`src/rtl/lscd_pkg.sv`:
```
// ----------------------------------------------------------------------------
// lscd_pkg: shared definitions for the limited stock change dispenser
// Denomination table, stock reset values, division constants and the
// record that travels down the dispenser pipeline.
// ----------------------------------------------------------------------------
package lscd_pkg;

    localparam int NUM_DENOMS = 7;
    localparam int NUM_STAGES = NUM_DENOMS + 1;

    localparam int STOCK_MAX = 255;
    localparam logic [7:0] STOCK_LIMIT = (STOCK_MAX > 255) ? 8'd255 : 8'(STOCK_MAX);

    localparam logic KIND_RESTOCK = 1'b0;
    localparam logic KIND_CHANGE  = 1'b1;

    localparam logic [2:0] DENOM_200  = 3'd0;
    localparam logic [2:0] DENOM_100  = 3'd1;
    localparam logic [2:0] DENOM_50   = 3'd2;
    localparam logic [2:0] DENOM_10   = 3'd3;
    localparam logic [2:0] DENOM_5    = 3'd4;
    localparam logic [2:0] DENOM_ONE  = 3'd5;
    localparam logic [2:0] DENOM_HALF = 3'd6;

    // Values in half units, largest first.
    localparam logic [8:0] DENOM_VALUE [NUM_DENOMS] =
        '{9'd400, 9'd200, 9'd100, 9'd20, 9'd10, 9'd2, 9'd1};

    localparam logic [7:0] STOCK_RESET [NUM_DENOMS] =
        '{8'd2, 8'd4, 8'd6, 8'd10, 8'd10, 8'd20, 8'd20};

    // Reciprocal constants, exact for the operand ranges used below.
    localparam logic [14:0] DIV25_MUL   = 15'd20972;
    localparam int          DIV25_SHIFT = 19;
    localparam logic [14:0] DIV5_MUL    = 15'd26215;
    localparam int          DIV5_SHIFT  = 17;

    typedef struct packed {
        logic                 kind;
        logic [2:0]           denom_index;
        logic [7:0]           stock_count;
        logic [15:0]          rem;
        logic [6:0][7:0]      take;
    } stage_t;

    function automatic logic [7:0] clamp_stock(input logic [7:0] value);
        return (value > STOCK_LIMIT) ? STOCK_LIMIT : value;
    endfunction

    // Quotient of a half-unit amount by one denomination value.
    function automatic logic [15:0] denom_quot(input logic [2:0] sel,
                                               input logic [15:0] rem);
        logic [31:0] prod;
        logic [15:0] quot;
        prod = '0;
        quot = '0;
        case (sel)
            DENOM_200:
            begin
                prod = 32'(rem[15:4]) * 32'(DIV25_MUL);
                quot = 16'(prod >> DIV25_SHIFT);
            end
            DENOM_100:
            begin
                prod = 32'(rem[15:3]) * 32'(DIV25_MUL);
                quot = 16'(prod >> DIV25_SHIFT);
            end
            DENOM_50:
            begin
                prod = 32'(rem[15:2]) * 32'(DIV25_MUL);
                quot = 16'(prod >> DIV25_SHIFT);
            end
            DENOM_10:
            begin
                prod = 32'(rem[15:2]) * 32'(DIV5_MUL);
                quot = 16'(prod >> DIV5_SHIFT);
            end
            DENOM_5:
            begin
                prod = 32'(rem[15:1]) * 32'(DIV5_MUL);
                quot = 16'(prod >> DIV5_SHIFT);
            end
            DENOM_ONE:
            begin
                quot = {1'b0, rem[15:1]};
            end
            DENOM_HALF:
            begin
                quot = rem;
            end
            default:
            begin
                quot = '0;
            end
        endcase
        return quot;
    endfunction

endpackage

```
`src/rtl/limited_stock_change_dispenser.sv`:
```
// ----------------------------------------------------------------------------
// limited_stock_change_dispenser: greedy change payout from limited stock
// Holds a piece count for seven denominations. A restock request sets one
// count; a change request pays its amount largest denomination first.
//
//   Channel   Handshake              Payload
//   request   req_valid / req_stall  kind, denom_index, stock_count, amount
//   result    res_valid / res_stall  notes_*, coins_*, unpaid_amount,
//                                    short_flag
//
// A request is registered, then passes seven stages, one per denomination,
// each of which owns that denomination's stock count.
// One request is taken every cycle unless req_stall is high.
// Reset loads the stock counts 2, 4, 6, 10, 10, 20, 20, largest first.
// A stalled result holds each stage that is full; empty stages keep filling.
// ----------------------------------------------------------------------------
module limited_stock_change_dispenser
    import lscd_pkg::*;
(
    input  logic        clk,
    input  logic        rst_n,

    input  logic        req_valid,
    output logic        req_stall,
    input  logic        kind,
    input  logic [2:0]  denom_index,
    input  logic [7:0]  stock_count,
    input  logic [15:0] amount,

    output logic        res_valid,
    input  logic        res_stall,
    output logic [7:0]  notes_200,
    output logic [7:0]  notes_100,
    output logic [7:0]  notes_50,
    output logic [7:0]  notes_10,
    output logic [7:0]  notes_5,
    output logic [7:0]  coins_one,
    output logic [7:0]  coins_half,
    output logic [15:0] unpaid_amount,
    output logic        short_flag
);

    logic [NUM_STAGES-1:0] valid_reg;
    logic [NUM_STAGES-1:0] valid_next;
    logic [NUM_STAGES-1:0] space;
    logic [NUM_STAGES-1:0] move;

    stage_t pipe_reg  [NUM_STAGES];
    stage_t pipe_next [NUM_STAGES];
    stage_t stage_out [NUM_DENOMS];

    logic [7:0] stock_reg  [NUM_DENOMS];
    logic [7:0] stock_next [NUM_DENOMS];

    always_comb
    begin
        space[NUM_STAGES-1] = !valid_reg[NUM_STAGES-1] || !res_stall;
        move[NUM_STAGES-1]  = valid_reg[NUM_STAGES-1] && !res_stall;
        for (int i = NUM_STAGES - 2; i >= 0; i--)
        begin
            move[i]  = valid_reg[i] && space[i+1];
            space[i] = !valid_reg[i] || move[i];
        end
    end

    assign req_stall = !space[0];

    always_comb
    begin
        logic [15:0] quot;
        logic [7:0]  take;
        logic [16:0] paid;
        for (int i = 0; i < NUM_DENOMS; i++)
        begin
            stage_out[i] = pipe_reg[i];
            stock_next[i] = stock_reg[i];
            quot = denom_quot(3'(i), pipe_reg[i].rem);
            take = (quot > {8'd0, stock_reg[i]}) ? stock_reg[i] : quot[7:0];
            paid = {9'd0, take} * {8'd0, DENOM_VALUE[i]};
            if (pipe_reg[i].kind == KIND_CHANGE)
            begin
                stage_out[i].take[i] = take;
                stage_out[i].rem     = pipe_reg[i].rem - paid[15:0];
            end
            if (move[i])
            begin
                if (pipe_reg[i].kind == KIND_CHANGE)
                begin
                    stock_next[i] = stock_reg[i] - take;
                end
                else if (pipe_reg[i].denom_index == 3'(i))
                begin
                    stock_next[i] = clamp_stock(pipe_reg[i].stock_count);
                end
            end
        end
    end

    always_comb
    begin
        valid_next = valid_reg;
        for (int i = 0; i < NUM_STAGES; i++)
        begin
            pipe_next[i] = pipe_reg[i];
        end
        if (space[0])
        begin
            valid_next[0] = req_valid;
            if (req_valid)
            begin
                pipe_next[0].kind        = kind;
                pipe_next[0].denom_index = denom_index;
                pipe_next[0].stock_count = stock_count;
                pipe_next[0].rem         = (kind == KIND_CHANGE) ? amount : 16'd0;
                pipe_next[0].take        = '0;
            end
        end
        for (int i = 1; i < NUM_STAGES; i++)
        begin
            if (space[i])
            begin
                valid_next[i] = move[i-1];
                if (move[i-1])
                begin
                    pipe_next[i] = stage_out[i-1];
                end
            end
        end
    end

    always_ff @(posedge clk or negedge rst_n)
    begin
        if (!rst_n)
        begin
            valid_reg <= '0;
            for (int i = 0; i < NUM_DENOMS; i++)
            begin
                stock_reg[i] <= clamp_stock(STOCK_RESET[i]);
            end
        end
        else
        begin
            valid_reg <= valid_next;
            for (int i = 0; i < NUM_DENOMS; i++)
            begin
                stock_reg[i] <= stock_next[i];
            end
        end
    end

    always_ff @(posedge clk)
    begin
        for (int i = 0; i < NUM_STAGES; i++)
        begin
            pipe_reg[i] <= pipe_next[i];
        end
    end

    assign res_valid     = valid_reg[NUM_STAGES-1];
    assign notes_200     = pipe_reg[NUM_STAGES-1].take[DENOM_200];
    assign notes_100     = pipe_reg[NUM_STAGES-1].take[DENOM_100];
    assign notes_50      = pipe_reg[NUM_STAGES-1].take[DENOM_50];
    assign notes_10      = pipe_reg[NUM_STAGES-1].take[DENOM_10];
    assign notes_5       = pipe_reg[NUM_STAGES-1].take[DENOM_5];
    assign coins_one     = pipe_reg[NUM_STAGES-1].take[DENOM_ONE];
    assign coins_half    = pipe_reg[NUM_STAGES-1].take[DENOM_HALF];
    assign unpaid_amount = pipe_reg[NUM_STAGES-1].rem;
    assign short_flag    = |pipe_reg[NUM_STAGES-1].rem;

    // The request side only stalls when every stage is full and the result waits.
    assert property (@(posedge clk) disable iff (!rst_n)
        req_stall |-> (&valid_reg) && res_stall)
        else $error("request stalled while the pipeline has room");

    // A restock result carries no payout and no remainder.
    assert property (@(posedge clk) disable iff (!rst_n)
        res_valid && (pipe_reg[NUM_STAGES-1].kind == KIND_RESTOCK)
        |-> (pipe_reg[NUM_STAGES-1].take == '0) && (unpaid_amount == 16'd0))
        else $error("restock result is not all zero");

    // A remainder left after the half-unit stage means that stock ran dry.
    assert property (@(posedge clk) disable iff (!rst_n)
        move[DENOM_HALF] && (pipe_reg[DENOM_HALF].kind == KIND_CHANGE)
        && (stage_out[DENOM_HALF].rem != 16'd0)
        |=> stock_reg[DENOM_HALF] == 8'd0)
        else $error("short result while half-unit stock remains");

endmodule

```
`config.mk`:
```
export PLATFORM = sky130hd
export DESIGN_NAME = limited_stock_change_dispenser
export DESIGN_NICKNAME = d
export VERILOG_FILES = /design/src/rtl/lscd_pkg.sv /design/src/rtl/limited_stock_change_dispenser.sv
export SDC_FILE = /design/constraint.sdc
export NUM_CORES = 2
export LEC_CHECK = 0
export BUFFER_PORTS_ARGS = -buffer_cell sky130_fd_sc_hd__buf_4
export CORE_ASPECT_RATIO = 1.25
export CORE_MARGIN = 2
export CORE_UTILIZATION = 40
export DETAILED_ROUTE_END_ITERATION = 8
export PLACE_DENSITY = 0.67
export SETUP_SLACK_MARGIN = 0.3
export SLEW_MARGIN = 20
export SYNTH_ARGS = -nofsm -noshare
export SYNTH_HDL_FRONTEND = slang
export SYNTH_SLANG_ARGS = --single-unit
```
`constraint.sdc`:
```
create_clock -name clk -period 12.29 [get_ports clk]
set_clock_uncertainty 0.2 [all_clocks]
set_input_delay 1.229 -clock clk [delete_from_list [all_inputs] [get_ports clk]]
set_output_delay 1.229 -clock clk [all_outputs]
set_load 0.05 [all_outputs]
```
Word-level counts from Yosys, hierarchy flattened --
Memory sizes are Yosys's and may differ from the RTL's. Cells that the tools add are included.
Storage, ports and cells: input port bits 32, bits in registers 64, output and inout bits 75, memory bits (writable) 672, memories kept 1, word-level logic and storage cells 159
Memory list:
- pipe_reg | depth 8, bits a word 84, read ports 8, clocked after Yosys merged registers in 0, write ports 8, line limited_stock_change_dispenser.sv:48 | stage_t pipe_reg [NUM_STAGES];
Operators by class: $lt $le $gt $ge 14, multiply operators 10, reduce and logical (&&, ||, !) cells 41, muxes and demuxes 58, equality and inequality tests 6, add/subtract/negate cells 14
Operators by type and width (count):
- 2-to-1 mux 84 bit | 16
- 2-to-1 mux 8 bit | 34
- 2-to-1 mux 16 bit | 7
- greater-than comparator 8 bit (second input constant) | 7
- subtractor 8 bit | 7
- subtractor 16 bit | 2
- multiplier 15 x 15 -> 30 bit (second input constant) | 1
- multiplier 14 x 15 -> 29 bit (second input constant) | 1
- multiplier 14 x 13 -> 27 bit (second input constant) | 1
- multiplier 13 x 13 -> 26 bit (second input constant) | 1
- multiplier 8 x 5 -> 13 bit (second input constant) | 2
- multiplier 12 x 13 -> 25 bit (second input constant) | 1
- 2-to-1 mux 24 bit | 1
- multiplier 8 x 3 -> 11 bit (second input constant) | 2
- greater-than comparator 16 x 8 -> 1 bit | 1
- OR reduction 16 bit | 1
- subtractor 16 x 12 -> 16 bit | 1
- subtractor 16 x 13 -> 16 bit | 1
- subtractor 16 x 15 -> 16 bit | 1
- subtractor 16 x 8 -> 16 bit | 1
- subtractor 16 x 9 -> 16 bit | 1
- greater-than comparator 15 x 8 -> 1 bit | 1
- AND reduction 2 bit | 7
- nonzero test 2 bit | 7
- other kinds (13) | 38

Longest topological paths before layout --
depth after elaboration 17, gate-level depth with buffers 50, depth with buffers taken out 50

Least setup slack after synthesis --
OpenSTA, ideal clock, no wires.
path kind flip-flop to flip-flop, start point memory pipe_reg[0][234] in the netlist's numbering, end point memory pipe_reg[0][321] in the netlist's numbering, data pin, stages on the path, launching flop included 45, arrival 10.279 ns, library setup time 0.260 ns, clock period less this slack 10.738 ns, path buffers 2, required time 11.830 ns, slack 1.552 ns, cells stage by stage edfxtp_1 ha_1 fa_1 fa_1 inv_1 fa_1 fa_1 inv_1 ha_1 a21oi_1 nor3b_1 o21a_1 o31a_1 or2_1 a311o_1 buf_2 ha_1 o21a_1 (+9 left out) inv_1 ha_1 ha_1 ha_1 inv_1 fa_1 inv_1 a21oi_1 o21ai_0 xnor2_1 ha_1 nor2b_1 or2_2 a311oi_1 o41ai_1 a211oi_1 nor3_1 mux2_2
RTL lines (line):
- from (decl) | limited_stock_change_dispenser.sv:48

==> metrics.md <==
| Metric | Value |
|---|---|
| Status | complete, no violations |
| Hold crit path type | register to register |
| H-tree depth | 2 |
| Main flop type after synthesis | edfxtp_1 |
| Synth Warn # | 0 |
| # port buffers | around 110 |
| Chip height | roughly 380 µm |
| Area delta synth->final | 9.572% |
| DRC Markers | 0 |
| Multi-input combinational cell area | 26300 µm² |
| Final std cells w/o fill | ~5700 |
| Final Max Slew Viols | 0 |
| # fillers | roughly 10000 |
| Clk sinks | 500 |
| Grt total ovfl | 0 |
| Initial antenna violation count | 0 |
| Worst stage delay on the critical path | between 0.5 and 0.6 ns |
| Nets@finish | approximately 5300 |
| GRT Total Usage | between 10% and 20% |
| Sequential-to-total area share from yosys stat | 32.83% |
| Yosys reg bits | 500 |
| Post-Syn Area | 44810 µm² |
| Area occupied by registers | 14710 µm² |
| ANT nets after route | 0 |
| Die ar. | approximately 110000 µm² |
| CP arrival | about 11 ns |
| Actual slew at the worst max-slew pin | slightly above 1 ns |
| Worst Path Required | roughly 12 ns |
| Placed wire-length estimate | between 70 and 80 mm |
| Routed via count | around 28000 |
| Finish-stage setup viols | 0 |
| Syn nets | 5242 |
| CP Max Fanout | 10 |
| Die width | between 300 and 400 µm |
| Number of DRC markers in iteration 0 | approximately 1400 |
| GP Congestion | approximately 0.9 |
| Number of distinct library cells after synthesis | 91 |
| Mapped Cells | between 4000 and 5000 |
| CTS Buf Count | 54 |
| Slew HR | between 30% and 40% |
| Clk buf depth | 3 |
| Final min period | around 11 ns |
| Post-Route WL | approximately 93 mm |
| Crit-path most repeated cell | ha_1 |
| Setup_tns | 0 ns |
| First-pass GRT wire length | approximately 150 mm |
| Placed instance count | roughly 5600 |
| Ant. Diodes | 0 |
| Share of layout cells above drive strength 1 | approximately 8% |
| Number of synthesized flops with an enable pin | around 440 |
| Clock slew at reported path FFs | roughly 0.060 ns |
| Post-CTS Hold Buffers | 0 |
| Crit start category | register |
| DR vias/cell | about 5 |
| Largest net degree at the start of global routing | 65 |
| CP endpoint kind | register |
| Mean Syn Cell Area | between 10 and 15 µm² |
| FFs w/ async S/R, synth | 12.80% |
| Core ar. | roughly 110000 µm² |
| Clk root buf | clkbuf_16 |
| Pre-antenna DRT Iters | 7 |
| Critical path class | register to register |
| CTS tree | yes |
| Clk_lat worst skew | ~0.62 ns |
| Initial core utilization | 40.22% |
| Wirelength per Cell | roughly 16 µm |
| Final hold viol count | 0 |
| Highest-delay cell along the critical path | edfxtp_1 |
| IO Pins | around 110 |
| Maxcap violations | 0 |
| Max reg flops | approximately 440 |
| Fmax | 88.39 MHz |
| Vias in the first global route | around 30000 |
| Fin crit share | 92.06% |
| RSZ-0062 raised after global routing | true |
| Rows | ~140 |
==> synth_stat cells (all sizes together), types with 5 or more instances <==
library cell  count  area share (%)
or2              11            0.15
mux2             25            0.63
dfstp            12            0.70
o2111ai           6            0.12
o21bai           34            0.59
nand2b           28            0.39
xnor2           125             2.5
buf              85             1.3
nand3b           10            0.17
clkbuf           37            0.31
nor3b            15            0.26
o211ai           11            0.18
a31oi            15            0.21
or3              16            0.22
a2111oi           6            0.21
a21oi           191             2.1
and4              5            0.10
a211oi           15            0.27
o41ai             6            0.17
and3             24            0.35
and2             40            0.56
o22ai             5           0.070
a31o              7            0.14
o31ai             7            0.12
nand3            32            0.37
o21a             25            0.42
nor4             11            0.19
fa              326              15
nand4            19            0.27
nor2b            59            0.82
edfxtp          436              29
nand2           160             1.3
nor3             28            0.31
inv             844             7.1
ha              762              21
xor2             73             1.4
a21boi           12            0.20
a21o             97             1.6
mux2i            76             1.7
nor2            144             1.2
o21ai           179             2.0
dfrtp            52             2.9
==> what timing repair did <==
action,in CTS,in global routing
gates resized for setup,0,26
endpoints found under the setup margin,0,18
buffers inserted,0,17
==> placed cells by master, fill, tap and decap left out, drive strengths merged, types with 19 or more instances in the layout <==
| master | netlist | routed |
|---|---|---|
| nor2b | 59 | 59 |
| dfrtp | 52 | 52 |
| and3 | 24 | 24 |
| mux2 | 25 | 25 |
| a21o | 97 | 97 |
| buf | 85 | 161 |
| clkbuf | 37 | 64 |
| inv | 844 | 848 |
| mux2i | 76 | 76 |
| clkinv | 2 | 22 |
| nand4 | 19 | 19 |
| nor3 | 28 | 28 |
| o21ai | 179 | 179 |
| nand2b | 28 | 28 |
| xnor2 | 125 | 125 |
| and2 | 40 | 40 |
| nand2 | 160 | 160 |
| xor2 | 73 | 73 |
| edfxtp | 436 | 436 |
| ha | 762 | 762 |
| fa | 326 | 326 |
| a21oi | 191 | 191 |
| o21a | 25 | 25 |
| o21bai | 34 | 34 |
| nand3 | 32 | 32 |
| nor2 | 144 | 144 |
==> cells by family (layout without fill, tap and decap cells) <==
logic type	count (synthesis)	count (layout)	share of synthesized area (%)
AOI/OAI and AO/OA	651	651	9.293
muxes	101	101	2.326
buffers and inverters	968	1109	8.740
xor gates and xnor gates	199	199	4.004
adders and majority gates	1092	1092	35.93
DFF	500	500	32.83
and+or+nand+nor	611	611	6.878
==> layer usage <==
metal	vias up	track usage (%)	share of wire [%]
met3	162	1.738	3.2
met2	486	31.23	52
met4	0	5.022	3.2
met5	-	0	0
met1	13800	19.88	41
li1	14040	-	-
==> area by class of cell <==
| class | count | share of cell area (%) |
|---|---|---|
| clock buffer | 64 | 2.892 |
| inverter | 846 | 6.476 |
| tap | 1459 | 3.718 |
| clock inverter | 38 | 0.9021 |
| timing repair buffer | 161 | 2.477 |
| multi-input combinational | 2654 | 53.58 |
| sequential | 500 | 29.96 |
==> critical path: cells and delay by family (launching register included) <==
family,cells,cell delay [ns]
adders and majority gates,12,4.71
AOI/OAI and AO/OA,15,3.35
and+or+nand+nor,7,1.15
DFF,1,0.59
buffers and inverters,7,0.58
muxes,1,0.33
xor gates and xnor gates,1,0.16
==> worst paths after layout <==
kind                                            start                    endpoint  slack (ns)  cells after the start
max                        pipe_reg[0][234]$_DFFE_PP_  pipe_reg[0][321]$_DFFE_PP_        0.98                     43
min                        pipe_reg[1][190]$_DFFE_PP_  pipe_reg[1][274]$_DFFE_PP_        0.21                      0
max reg2reg                pipe_reg[0][234]$_DFFE_PP_  pipe_reg[0][321]$_DFFE_PP_        0.98                     43
min reg2reg                pipe_reg[1][190]$_DFFE_PP_  pipe_reg[1][274]$_DFFE_PP_        0.21                      0
max in group asynchronous                       rst_n    stock_reg[3]$_DFFE_PN0P_       10.82                      1
min in group asynchronous                       rst_n   stock_reg[26]$_DFFE_PN0P_        0.38                      1
==> stage by stage <==
step / instance area (µm²) / hold slack, ns / util [%] / setup WS [ns]
finish: 49100 / 0.2148 / 44.07 / 0.9759
global route: 49100 / 0.2179 / 44.07 / 0.2836
CTS: 48870 / 0.2155 / 43.86 / 0.3992
detailed placement: 47000 / 0.2045 / 42.19 / 0.4672
global placement: 47000 / 0.2005 / 42.18 / 0.6200
floorplan: 44810 / 0.2003 / - / 1.552
Power is left out: the tool's default activity adds up to more than one toggle a clock period on the data nets, which glitch-free logic cannot reach.
